===== src/sv/riff_wave_pcm_stream_decoder_top_defines.svh =====
// Assertion macros shared by the WAV decoder RTL.
`ifndef RIFF_WAVE_PCM_STREAM_DECODER_TOP_DEFINES_SVH
`define RIFF_WAVE_PCM_STREAM_DECODER_TOP_DEFINES_SVH

// Same-cycle implication, sampled on i_clk, off during reset.
`define RWD_ASSERT_IMP(lbl, pre, post) \
    lbl: assert property (@(posedge i_clk) disable iff (!i_rst_n) (pre) |-> (post)) \
        else $error("rwd assertion failed");

// Next-cycle implication, sampled on i_clk, off during reset.
`define RWD_ASSERT_NEXT(lbl, pre, post) \
    lbl: assert property (@(posedge i_clk) disable iff (!i_rst_n) (pre) |=> (post)) \
        else $error("rwd assertion failed");

`endif


===== src/sv/rwd_pkg.sv =====
// Shared types, codes and helpers for the WAV PCM stream decoder.
`timescale 1ns / 1ps

package rwd_pkg;

    localparam logic [1:0] KIND_SAMPLE = 2'd0;
    localparam logic [1:0] KIND_ACCEPT = 2'd1;
    localparam logic [1:0] KIND_REJECT = 2'd2;

    localparam logic [2:0] ERR_NONE        = 3'd0;
    localparam logic [2:0] ERR_BAD_TAG     = 3'd1;
    localparam logic [2:0] ERR_SHORT_FMT   = 3'd2;
    localparam logic [2:0] ERR_DATA_EARLY  = 3'd3;
    localparam logic [2:0] ERR_NO_DATA     = 3'd4;
    localparam logic [2:0] ERR_UNSUPPORTED = 3'd5;

    localparam logic [31:0] TAG_RIFF = 32'h52494646;
    localparam logic [31:0] TAG_WAVE = 32'h57415645;
    localparam logic [31:0] TAG_FMT  = 32'h666D7420;
    localparam logic [31:0] TAG_DATA = 32'h64617461;

    localparam int QUEUE_DEPTH = 2;

    typedef enum logic [6:0] {
        PH_HEADER = 7'b0000001,
        PH_CHUNK  = 7'b0000010,
        PH_FMT    = 7'b0000100,
        PH_SKIP   = 7'b0001000,
        PH_PAD    = 7'b0010000,
        PH_DATA   = 7'b0100000,
        PH_IDLE   = 7'b1000000
    } t_phase;

    typedef struct packed {
        logic [7:0] in_byte;
        logic       end_of_stream;
    } t_in;

    typedef struct packed {
        logic [1:0]  kind;
        logic [2:0]  error_code;
        logic [31:0] sample_value;
        logic [15:0] channel_index;
        logic        last_in_frame;
        logic [31:0] format_sample_rate;
        logic [15:0] format_channels;
        logic [5:0]  format_bits;
        logic [31:0] data_length;
    } t_out;

    // Classified request from the parser; sample still raw.
    typedef struct packed {
        logic [1:0]  kind;
        logic [2:0]  error_code;
        logic [31:0] raw;
        logic [2:0]  bps;
        logic [15:0] chan;
        logic        last;
        logic [31:0] rate;
        logic [15:0] chans;
        logic [5:0]  bits;
        logic [31:0] length;
    } t_rec;

    typedef struct packed {
        logic full;
        logic empty;
    } t_qstat;

    // Left-justify a raw little-endian sample to Q1.31.
    function automatic logic [31:0] to_q31(input logic [31:0] raw, input logic [2:0] bps);
        logic [31:0] v;
        case (bps)
            3'd1: v = {raw[7:0] ^ 8'h80, 24'h0};
            3'd2: v = {raw[15:0], 16'h0};
            3'd3: v = {raw[23:0], 8'h0};
            default: v = raw;
        endcase
        return v;
    endfunction

endpackage


===== src/sv/rwd_front.sv =====
// Front end: byte parser that classifies each request and emits result records.
`timescale 1ns / 1ps

module rwd_front (
    input  logic            i_clk,
    input  logic            i_rst_n,
    input  logic            i_accept,
    input  rwd_pkg::t_in    i_data,
    output logic            o_push,
    output rwd_pkg::t_rec   o_rec,
    output logic            o_at_header
);

    rwd_pkg::t_phase r_phase, n_phase;
    logic [31:0] r_cnt, n_cnt;
    logic [31:0] r_tag, n_tag;
    logic [31:0] r_len, n_len;
    logic        r_saw, n_saw;
    logic [15:0] r_fmt, n_fmt;
    logic [15:0] r_ch, n_ch;
    logic [31:0] r_rate, n_rate;
    logic [15:0] r_bits, n_bits;
    logic [31:0] r_left, n_left;
    logic [17:0] r_frame, n_frame;
    logic [31:0] r_asm, n_asm;
    logic [1:0]  r_sbi, n_sbi;
    logic [15:0] r_chc, n_chc;

    logic [7:0]  b;
    logic [31:0] b_sh;
    logic [31:0] cnt_inc;
    logic [2:0]  bps;
    logic        bits_ok;

    assign b       = i_data.in_byte;
    assign b_sh    = {24'h0, b} << {r_cnt[1:0], 3'b000};
    assign cnt_inc = r_cnt + 32'd1;
    assign bps     = r_bits[5:3];
    assign bits_ok = (r_bits == 16'd8) || (r_bits == 16'd16) ||
                     (r_bits == 16'd24) || (r_bits == 16'd32);
    assign o_at_header = (r_phase == rwd_pkg::PH_HEADER);

    always_comb begin
        logic [31:0] len_acc;
        logic [31:0] ashift;
        n_phase = r_phase; n_cnt = r_cnt; n_tag = r_tag; n_len = r_len;
        n_saw = r_saw; n_fmt = r_fmt; n_ch = r_ch; n_rate = r_rate;
        n_bits = r_bits; n_left = r_left; n_frame = r_frame; n_asm = r_asm;
        n_sbi = r_sbi; n_chc = r_chc;
        o_push = 1'b0;
        o_rec  = '0;
        len_acc = 32'h0;
        ashift  = 32'h0;
        if (i_accept) begin
            if (i_data.end_of_stream) begin
                case (r_phase)
                    rwd_pkg::PH_HEADER: begin
                        o_push = 1'b1; o_rec.error_code = rwd_pkg::ERR_BAD_TAG;
                    end
                    rwd_pkg::PH_CHUNK, rwd_pkg::PH_SKIP, rwd_pkg::PH_PAD: begin
                        o_push = 1'b1; o_rec.error_code = rwd_pkg::ERR_NO_DATA;
                    end
                    rwd_pkg::PH_FMT: begin
                        o_push = 1'b1;
                        o_rec.error_code = (r_cnt < 32'd16) ? rwd_pkg::ERR_SHORT_FMT
                                                            : rwd_pkg::ERR_NO_DATA;
                    end
                    default: o_push = 1'b0;
                endcase
                o_rec.kind = rwd_pkg::KIND_REJECT;
                n_phase = rwd_pkg::PH_HEADER; n_cnt = '0; n_tag = '0; n_len = '0;
                n_saw = 1'b0; n_fmt = '0; n_ch = '0; n_rate = '0; n_bits = '0;
                n_left = '0; n_frame = '0; n_asm = '0; n_sbi = '0; n_chc = '0;
            end else begin
                o_rec.kind = rwd_pkg::KIND_REJECT;
                case (r_phase)
                    rwd_pkg::PH_HEADER: begin
                        n_tag = {r_tag[23:0], b};
                        n_cnt = cnt_inc;
                        if ((r_cnt == 32'd3 && n_tag != rwd_pkg::TAG_RIFF) ||
                            (r_cnt == 32'd11 && n_tag != rwd_pkg::TAG_WAVE)) begin
                            o_push = 1'b1;
                            o_rec.error_code = rwd_pkg::ERR_BAD_TAG;
                            n_phase = rwd_pkg::PH_IDLE;
                        end else if (r_cnt == 32'd11) begin
                            n_phase = rwd_pkg::PH_CHUNK;
                            n_cnt = '0;
                        end
                    end
                    rwd_pkg::PH_CHUNK: begin
                        if (r_cnt < 32'd4) begin
                            n_tag = {r_tag[23:0], b};
                        end else begin
                            len_acc = (r_cnt == 32'd4) ? 32'h0 : r_len;
                            n_len = len_acc | b_sh;
                        end
                        n_cnt = cnt_inc;
                        if (r_cnt >= 32'd7) begin
                            n_cnt = '0;
                            if (r_tag == rwd_pkg::TAG_FMT) begin
                                if (n_len < 32'd16) begin
                                    o_push = 1'b1;
                                    o_rec.error_code = rwd_pkg::ERR_SHORT_FMT;
                                    n_phase = rwd_pkg::PH_IDLE;
                                end else begin
                                    n_fmt = '0; n_ch = '0; n_rate = '0; n_bits = '0;
                                    n_phase = rwd_pkg::PH_FMT;
                                end
                            end else if (r_tag == rwd_pkg::TAG_DATA) begin
                                o_push = 1'b1;
                                n_phase = rwd_pkg::PH_IDLE;
                                if (!r_saw) begin
                                    o_rec.error_code = rwd_pkg::ERR_DATA_EARLY;
                                end else if (n_len == 32'h0) begin
                                    o_rec.error_code = rwd_pkg::ERR_NO_DATA;
                                end else if (r_fmt != 16'd1 || r_ch == 16'h0 ||
                                             r_rate == 32'h0 || !bits_ok) begin
                                    o_rec.error_code = rwd_pkg::ERR_UNSUPPORTED;
                                end else begin
                                    o_rec.kind  = rwd_pkg::KIND_ACCEPT;
                                    o_rec.rate  = r_rate;
                                    o_rec.chans = r_ch;
                                    o_rec.bits  = r_bits[5:0];
                                    o_rec.length = n_len;
                                    n_left = n_len;
                                    case (bps)
                                        3'd1: n_frame = {2'b00, r_ch};
                                        3'd2: n_frame = {1'b0, r_ch, 1'b0};
                                        3'd3: n_frame = {2'b00, r_ch} + {1'b0, r_ch, 1'b0};
                                        default: n_frame = {r_ch, 2'b00};
                                    endcase
                                    n_asm = '0; n_sbi = '0; n_chc = '0;
                                    n_phase = rwd_pkg::PH_DATA;
                                end
                            end else begin
                                n_phase = (n_len == 32'h0) ? rwd_pkg::PH_CHUNK
                                                           : rwd_pkg::PH_SKIP;
                            end
                        end
                    end
                    rwd_pkg::PH_FMT: begin
                        if (r_cnt < 32'd2)
                            n_fmt = r_fmt | b_sh[15:0];
                        else if (r_cnt < 32'd4)
                            n_ch = r_ch | b_sh[31:16];
                        else if (r_cnt < 32'd8)
                            n_rate = r_rate | b_sh;
                        else if (r_cnt == 32'd14 || r_cnt == 32'd15)
                            n_bits = r_bits | b_sh[31:16] | b_sh[15:0];
                        if (r_cnt == 32'd15)
                            n_saw = 1'b1;
                        n_cnt = cnt_inc;
                        if (cnt_inc == r_len) begin
                            n_phase = r_len[0] ? rwd_pkg::PH_PAD : rwd_pkg::PH_CHUNK;
                            n_cnt = '0;
                        end
                    end
                    rwd_pkg::PH_SKIP: begin
                        n_cnt = cnt_inc;
                        if (cnt_inc == r_len) begin
                            n_phase = r_len[0] ? rwd_pkg::PH_PAD : rwd_pkg::PH_CHUNK;
                            n_cnt = '0;
                        end
                    end
                    rwd_pkg::PH_PAD: begin
                        n_phase = rwd_pkg::PH_CHUNK;
                        n_cnt = '0;
                    end
                    rwd_pkg::PH_DATA: begin
                        if (r_chc == 16'h0 && r_sbi == 2'd0 &&
                            r_left < {14'h0, r_frame}) begin
                            n_phase = rwd_pkg::PH_IDLE;
                        end else begin
                            n_left = r_left - 32'd1;
                            ashift = {24'h0, b} << {r_sbi, 3'b000};
                            n_asm = ((r_sbi == 2'd0) ? 32'h0 : r_asm) | ashift;
                            if ({1'b0, r_sbi} + 3'd1 < bps) begin
                                n_sbi = r_sbi + 2'd1;
                            end else begin
                                n_sbi = '0;
                                o_push = 1'b1;
                                o_rec.kind = rwd_pkg::KIND_SAMPLE;
                                o_rec.raw  = n_asm;
                                o_rec.bps  = bps;
                                o_rec.chan = r_chc;
                                if ({1'b0, r_chc} + 17'd1 >= {1'b0, r_ch}) begin
                                    o_rec.last = 1'b1;
                                    n_chc = '0;
                                end else begin
                                    n_chc = r_chc + 16'd1;
                                end
                            end
                        end
                    end
                    default: o_push = 1'b0;
                endcase
            end
        end
    end

    always_ff @(posedge i_clk) begin
        if (!i_rst_n) begin
            r_phase <= rwd_pkg::PH_HEADER;
            r_cnt <= '0; r_tag <= '0; r_len <= '0; r_saw <= 1'b0;
            r_fmt <= '0; r_ch <= '0; r_rate <= '0; r_bits <= '0;
            r_left <= '0; r_frame <= '0; r_asm <= '0; r_sbi <= '0; r_chc <= '0;
        end else begin
            r_phase <= n_phase;
            r_cnt <= n_cnt; r_tag <= n_tag; r_len <= n_len; r_saw <= n_saw;
            r_fmt <= n_fmt; r_ch <= n_ch; r_rate <= n_rate; r_bits <= n_bits;
            r_left <= n_left; r_frame <= n_frame; r_asm <= n_asm;
            r_sbi <= n_sbi; r_chc <= n_chc;
        end
    end

endmodule


===== src/sv/rwd_queue.sv =====
// Short request queue between parser and output stage.
`timescale 1ns / 1ps

module rwd_queue (
    input  logic             i_clk,
    input  logic             i_rst_n,
    input  logic             i_push,
    input  rwd_pkg::t_rec    i_rec,
    input  logic             i_pop,
    output rwd_pkg::t_rec    o_head,
    output rwd_pkg::t_qstat  o_stat
);

    localparam int PW = $clog2(rwd_pkg::QUEUE_DEPTH);

    rwd_pkg::t_rec r_mem [rwd_pkg::QUEUE_DEPTH];
    logic [PW-1:0] r_wp, n_wp;
    logic [PW-1:0] r_rp, n_rp;
    logic [PW:0]   r_cnt, n_cnt;
    logic          do_push, do_pop;

    assign o_stat.full  = (r_cnt == (PW+1)'(rwd_pkg::QUEUE_DEPTH));
    assign o_stat.empty = (r_cnt == '0);
    assign do_push = i_push && !o_stat.full;
    assign do_pop  = i_pop && !o_stat.empty;
    assign o_head  = r_mem[r_rp];

    always_comb begin
        n_wp  = do_push ? r_wp + PW'(1) : r_wp;
        n_rp  = do_pop  ? r_rp + PW'(1) : r_rp;
        n_cnt = r_cnt + (PW+1)'(do_push) - (PW+1)'(do_pop);
    end

    always_ff @(posedge i_clk) begin
        if (do_push) begin
            r_mem[r_wp] <= i_rec;
        end
    end

    always_ff @(posedge i_clk) begin
        if (!i_rst_n) begin
            r_wp <= '0; r_rp <= '0; r_cnt <= '0;
        end else begin
            r_wp <= n_wp; r_rp <= n_rp; r_cnt <= n_cnt;
        end
    end

endmodule


===== src/sv/rwd_back.sv =====
// Back end: converts queued records and holds them in the output register.
`timescale 1ns / 1ps

module rwd_back (
    input  logic             i_clk,
    input  logic             i_rst_n,
    input  rwd_pkg::t_rec    i_head,
    input  rwd_pkg::t_qstat  i_stat,
    output logic             o_pop,
    input  logic             i_out_stall,
    output logic             o_out_valid,
    output rwd_pkg::t_out    o_out_data
);

    logic          r_valid;
    rwd_pkg::t_out r_out, n_out;

    assign o_pop = !i_stat.empty && (!r_valid || !i_out_stall);
    assign o_out_valid = r_valid;
    assign o_out_data  = r_out;

    always_comb begin
        n_out = '0;
        n_out.kind       = i_head.kind;
        n_out.error_code = i_head.error_code;
        case (i_head.kind)
            rwd_pkg::KIND_SAMPLE: begin
                n_out.sample_value  = rwd_pkg::to_q31(i_head.raw, i_head.bps);
                n_out.channel_index = i_head.chan;
                n_out.last_in_frame = i_head.last;
            end
            rwd_pkg::KIND_ACCEPT: begin
                n_out.format_sample_rate = i_head.rate;
                n_out.format_channels    = i_head.chans;
                n_out.format_bits        = i_head.bits;
                n_out.data_length        = i_head.length;
            end
            default: n_out.sample_value = '0;
        endcase
    end

    always_ff @(posedge i_clk) begin
        if (o_pop) begin
            r_out <= n_out;
        end
    end

    always_ff @(posedge i_clk) begin
        if (!i_rst_n) begin
            r_valid <= 1'b0;
        end else if (o_pop) begin
            r_valid <= 1'b1;
        end else if (!i_out_stall) begin
            r_valid <= 1'b0;
        end
    end

endmodule


===== src/sv/riff_wave_pcm_stream_decoder_top.sv =====
// Top level of the RIFF/WAVE PCM byte-stream decoder.
// Usage:
//   Input channel (i_in_valid / o_in_stall / i_in_data): one request per cycle
//   while o_in_stall is low, either a file byte or an end-of-stream mark. End
//   of stream returns the parser to the RIFF header state and may raise a reject.
//   Output channel (o_out_valid / i_out_stall / o_out_data): at most one result
//   per input request: a Q1.31 sample, a format accept, or a reject with code.
// Throughput: one byte per cycle, sustained, while the output keeps up.
// A result is registered first in the queue, which the parser writes when its
//   byte is accepted, then in the output register, which the output stage loads
//   when it pops the queue; a stalled output holds the pop back.
// The parser only stalls when the two-entry result queue is full, so the
//   queue depth sets how long the input runs on while the receiver stalls.
// Output register holds its result stable while i_out_stall is high.
// Reset (i_rst_n low, synchronous) empties queue and output, and puts the
//   parser back to expecting the RIFF tag with all fmt fields cleared.
`timescale 1ns / 1ps
`include "riff_wave_pcm_stream_decoder_top_defines.svh"

module riff_wave_pcm_stream_decoder_top (
    input  logic           i_clk,
    input  logic           i_rst_n,
    input  logic           i_in_valid,
    output logic           o_in_stall,
    input  rwd_pkg::t_in   i_in_data,
    output logic           o_out_valid,
    input  logic           i_out_stall,
    output rwd_pkg::t_out  o_out_data
);

    logic             in_acc;
    logic             push;
    logic             pop;
    logic             at_header;
    rwd_pkg::t_rec    rec;
    rwd_pkg::t_rec    head;
    rwd_pkg::t_qstat  qstat;

    // Stall only on a full queue: the parser may emit one record per byte.
    assign o_in_stall = qstat.full;
    assign in_acc     = i_in_valid && !o_in_stall;

    rwd_front u_front (
        .i_clk      (i_clk),
        .i_rst_n    (i_rst_n),
        .i_accept   (in_acc),
        .i_data     (i_in_data),
        .o_push     (push),
        .o_rec      (rec),
        .o_at_header(at_header)
    );

    rwd_queue u_queue (
        .i_clk  (i_clk),
        .i_rst_n(i_rst_n),
        .i_push (push),
        .i_rec  (rec),
        .i_pop  (pop),
        .o_head (head),
        .o_stat (qstat)
    );

    rwd_back u_back (
        .i_clk      (i_clk),
        .i_rst_n    (i_rst_n),
        .i_head     (head),
        .i_stat     (qstat),
        .o_pop      (pop),
        .i_out_stall(i_out_stall),
        .o_out_valid(o_out_valid),
        .o_out_data (o_out_data)
    );

    // End of stream always leaves the parser back at the header.
    `RWD_ASSERT_NEXT(a_eos_to_header, in_acc && i_in_data.end_of_stream, at_header)
    // Parser never writes a record the queue cannot hold.
    `RWD_ASSERT_IMP(a_no_overflow, push, !qstat.full)
    // A record is only popped when one is present and then shows up at the port.
    `RWD_ASSERT_NEXT(a_pop_shows, pop, o_out_valid)

endmodule

===== config.mk =====
export PLATFORM = sky130hd
export DESIGN_NAME = riff_wave_pcm_stream_decoder_top
export DESIGN_NICKNAME = d
export VERILOG_FILES = /design/src/sv/rwd_pkg.sv /design/src/sv/rwd_front.sv /design/src/sv/rwd_queue.sv /design/src/sv/rwd_back.sv /design/src/sv/riff_wave_pcm_stream_decoder_top.sv
export VERILOG_INCLUDE_DIRS = /design/src /design/src/sv
export SDC_FILE = /design/constraint.sdc
export NUM_CORES = 1
export LEC_CHECK = 0
export BUFFER_PORTS_ARGS = -buffer_cell sky130_fd_sc_hd__buf_4
export CORE_MARGIN = 2
export CORE_UTILIZATION = 50
export CTS_CLUSTER_DIAMETER = 200
export CTS_CLUSTER_SIZE = 10
export DETAILED_ROUTE_END_ITERATION = 10
export GPL_TIMING_DRIVEN = 0
export PLACE_DENSITY = 0.7
export SLEW_MARGIN = 20
export SYNTH_ARGS = -nofsm -noshare
export SYNTH_HDL_FRONTEND = slang
export SYNTH_SLANG_ARGS = --single-unit

===== constraint.sdc =====
create_clock -name i_clk -period 20.9 [get_ports i_clk]
set_clock_uncertainty 0.2 [all_clocks]
set_input_delay 3.135 -clock i_clk [delete_from_list [all_inputs] [get_ports i_clk]]
set_output_delay 3.135 -clock i_clk [all_outputs]
set_load 0.02 [all_outputs]

==> impl_metrics.py <==
metrics = {
    "hold_path": {
        "hp-class": "reg -> reg",
    },
    "clocking": {
        "numCtsBuffers": 81,
        "cts-resized-gates": 0,
        "cts_buffer_depth": 3,
        "clkTransAtPathRegs_ns": 0.06,
        "cts_hold_buf": 0,
        "clockRootBuffer": "clkbuf_16",
        "cts_sinks": 716,
        "clk-insertion-delay-late_ns": 0.64,
        "h-tree-depth": 3,
        "cts_tree": "built",
        "cts_setup_buffers": 0,
    },
    "critical_path": {
        "crit_path_cell_trace": "clkbuf_1 -> or2_2 -> mux4_2 -> nor4_1 -> o22ai_1 -> or3_1 -> o41ai_1 -> o31a_1 -> nor2b_4 -> buf_12 -> buf_12 -> buf_16",
        "crit_buf_inv": 4,
        "reg2reg_depth": 12,
        "r2r-start": "u_front.r_cnt[22]",
        "crit_path_start_kind": "input port",
        "reg2reg_setup_slack_ns": 15.33,
        "required_ns": 21.03,
        "critical_path.most_common_cell": "buf_12",
        "path_max_fanout": 23,
        "timing.rr.end": "u_queue.r_mem[0][115]",
        "crit_path_top_delay_cell": "nor2b_4",
        "worstSetupStartpoint": "i_in_data[2]",
        "crit_path_end": "u_queue.r_mem[0][115]",
        "crit_cells": 12,
        "cpPeakStageDelay_ns": 0.66,
        "cp-end-kind": "flip-flop",
        "worstPathArrival_ns": 7.14,
        "critPathKind": "in -> reg",
        "critPathTopFamily": "simple AND/OR/NAND/NOR gates",
    },
    "synthesis": {
        "ys.flop_type": "edfxtp_1",
        "async_reset_ff_share_pct": 0,
        "netlist_instances": 3209,
        "ys_types": 90,
        "ys_ff_latch": 716,
        "syn_area_per_cell_um2": 10.49,
        "synth_edf_count": 426,
        "yosysWarnings": 0,
        "syn_area_um2": 33670,
        "synth-seq-area-share_pct": 55.24,
    },
    "global_route": {
        "grt-ovfl-total": 0,
        "grt_pass1_wl_um": 152300,
        "grt_start_max_net_pins": 54,
        "antenna_found_initial": 0,
        "grt_pass1_vias": 25550,
        "groute.usage.overall_pct": 28.47,
    },
    "floorplanning": {
        "fp.dieH_um": 263.5,
        "die_w_um": 263.5,
        "die_area_um2": 69430,
        "ios": 155,
        "rows": 95,
        "core_area_um2": 66920,
        "initial_core_util_pct": 50.31,
    },
    "sta": {
        "slew_violations": 0,
        "max_slew_margin_pct": 24.33,
        "worst_pin_slew_ns": 1.125,
        "setup_viol": 0,
        "rsz0062_at_grt": "no",
        "period_share_pct": 33.53,
        "period_minus_slack_ns": 7.009,
        "clock.fmax_mhz": 142.7,
        "hold_viol": 0,
        "hold_slack_ns": 0.2552,
        "setup_tns_ns": 0,
    },
    "detailed_routing": {
        "first_iter_violations": 2717,
        "drc": 0,
        "drt_wl_total_um": 100800,
        "num_vias": 26750,
        "firstDrtPassIters": 8,
        "wire_per_inst_um": 22.95,
        "viasPerCell": 6.089,
        "drtAntennaViolNets": 0,
    },
    "flow_run": {
        "drv_cap": 0,
    },
    "layout": {
        "final_nets": 3546,
        "syn_to_final_growth_pct": 14.98,
        "antennaDiodeCount": 0,
        "layout-drive-gt1-share_pct": 9.432,
        "fill_cells": 5644,
    },
    "place": {
        "routabilityCongestion": 0.9959,
        "hpwl_um": 73380,
        "placement.io_buffers": 149,
    },
    "power_and_ir_drop": {
        "leakage_nw": 13.95,
        "ir_worst_vdd_mv": 0.08034,
        "cellPowerDensity_nw_per_um2": 102.6,
    },
    "status": {
        "status": "finished, final reports clean",
    },
}
[worst min-delay path: stages (launching register included)]
cell,delay (ns)
dfxtp_1,0.31
nand2_1,0.05
a21oi_1,0.05
[synth_stat cells (37+ instances only)]
cell type,n,area [µm²]
nor3b_1,41,307.8
nor3_1,70,350.3
ha_1,69,863.3
o21ai_0,92,460.4
dfxtp_1,290,5806
nand2_1,129,484.2
mux2i_1,157,1572
a21oi_1,220,1101
nor2b_1,62,387.9
clkbuf_1,182,683.2
xnor2_1,45,394.1
nand3_1,87,435.4
and2_1,106,663.1
nor4_1,50,312.8
edfxtp_1,426,12790
inv_1,65,244.0
a22oi_1,41,307.8
nor2_1,466,1749
a22o_1,95,832.1
a211oi_1,54,405.4
a31oi_1,37,231.5
[per-stage QoR]
step	std cells	area, µm²	total power [W]	utilization [%]	setup slack (ns)
2_1_floorplan	3214	33690	0.002337	-	8.562
3_3_place_gp	4236	35900	0.002702	53.64	3.990
3_5_place_dp	4253	36330	0.002700	54.29	13.26
4_1_cts	4393	38710	0.003996	57.84	13.91
5_1_grt	4393	38710	0.004118	57.85	13.80
6_report	4393	38710	0.003971	57.85	13.89
[logic make-up (layout without fill, tap and decap cells)]
family / count (synthesis) / count (layout) / synth area share, %
flops: 716 / 716 / 55.24
mux: 165 / 165 / 4.969
compound gates: 713 / 713 / 14.21
buf+inv: 290 / 596 / 3.426
other cells: 1 / 6 / 0.01114
xor+xnor: 70 / 70 / 1.862
simple gates: 1184 / 1184 / 17.66
fa+ha+maj: 70 / 70 / 2.624
[state kept, by name (all words and copies together), names as in the netlist, 18 cells and up, named ones only]
signal,cells
u_front.r_len,32
u_front.r_asm,32
u_queue.r_mem,286
u_front.r_left,32
u_front.r_rate,32
u_back.o_out_data,140
u_front.r_tag,32
u_front.r_cnt,32
u_front.r_frame,18
[how the worst min path moves through the flow]
stage	cells past startpoint	startpoint	slack (ns)	to
final	2	u_front.r_frame[7]	0.26	u_front.r_frame[7]
after floorplan	2	u_front.r_frame[0]	0.23	u_front.r_frame[0]
after CTS	2	u_front.r_frame[7]	0.25	u_front.r_frame[7]
after global placement	2	u_front.r_frame[9]	0.24	u_front.r_frame[9]
after global routing	2	u_front.r_frame[7]	0.26	u_front.r_frame[7]
after detailed placement	2	u_front.r_frame[7]	0.25	u_front.r_frame[7]
[final cells by class]
| cell class | count | area (µm²) | area share (%) |
|---|---|---|---|
| Sequential cell | 716 | 18600 | 48.04 |
| Multi-Input combinational cell | 2208 | 13980 | 36.11 |
| Clock buffer | 135 | 2272 | 5.869 |
| Timing Repair Buffer | 166 | 1511 | 3.904 |
| Tap cell | 873 | 1092 | 2.822 |
| Buffer | 224 | 907.1 | 2.343 |
| Inverter | 66 | 247.7 | 0.6399 |
| Clock inverter | 5 | 105.1 | 0.2715 |
[layout by cell type, fill, tap and decap left out, types with 22 or more instances in the layout]
cell       count
or3_1         31
xor2_1        24
nand4_1       30
xnor2_1       45
nor2_1       466
a21o_1        25
mux2i_1      157
o211ai_1      22
o21ai_0       92
buf_4        156
dfxtp_1      290
inv_1         65
edfxtp_1     426
and3_1        24
clkbuf_1     233
clkbuf_16     83
nor2b_1       61
nor3_1        69
and2_1       105
ha_1          69
a22o_1        95
a31oi_1       37
nand2_1      129
nor4_1        48
a22oi_1       41
nor3b_1       41
a211oi_1      54
nand3_1       87
a21oi_1      219
[power by group]
| group | switching (W) | internal [W] | leakage, nW |
|---|---|---|---|
| clock network | 0.000550 | 0.000752 | 1.13 |
| registers | 0.0000441 | 0.00168 | 6.63 |
| logic | 0.000603 | 0.000338 | 6.19 |
| total | 0.00120 | 0.00277 | 13.9 |
[layer usage]
layer	vias to the layer above	wire length [µm]	GRT usage (%)	part of all wire, %
met5	-	0	0	0
met4	0	4904	13.34	4.9
met3	274	8240	4.733	8.2
met2	1233	46340	45.39	46
met1	12910	41330	38.02	41
li1	12330	-	-	-
No activity file was read; power rests on OpenSTA's default activity.
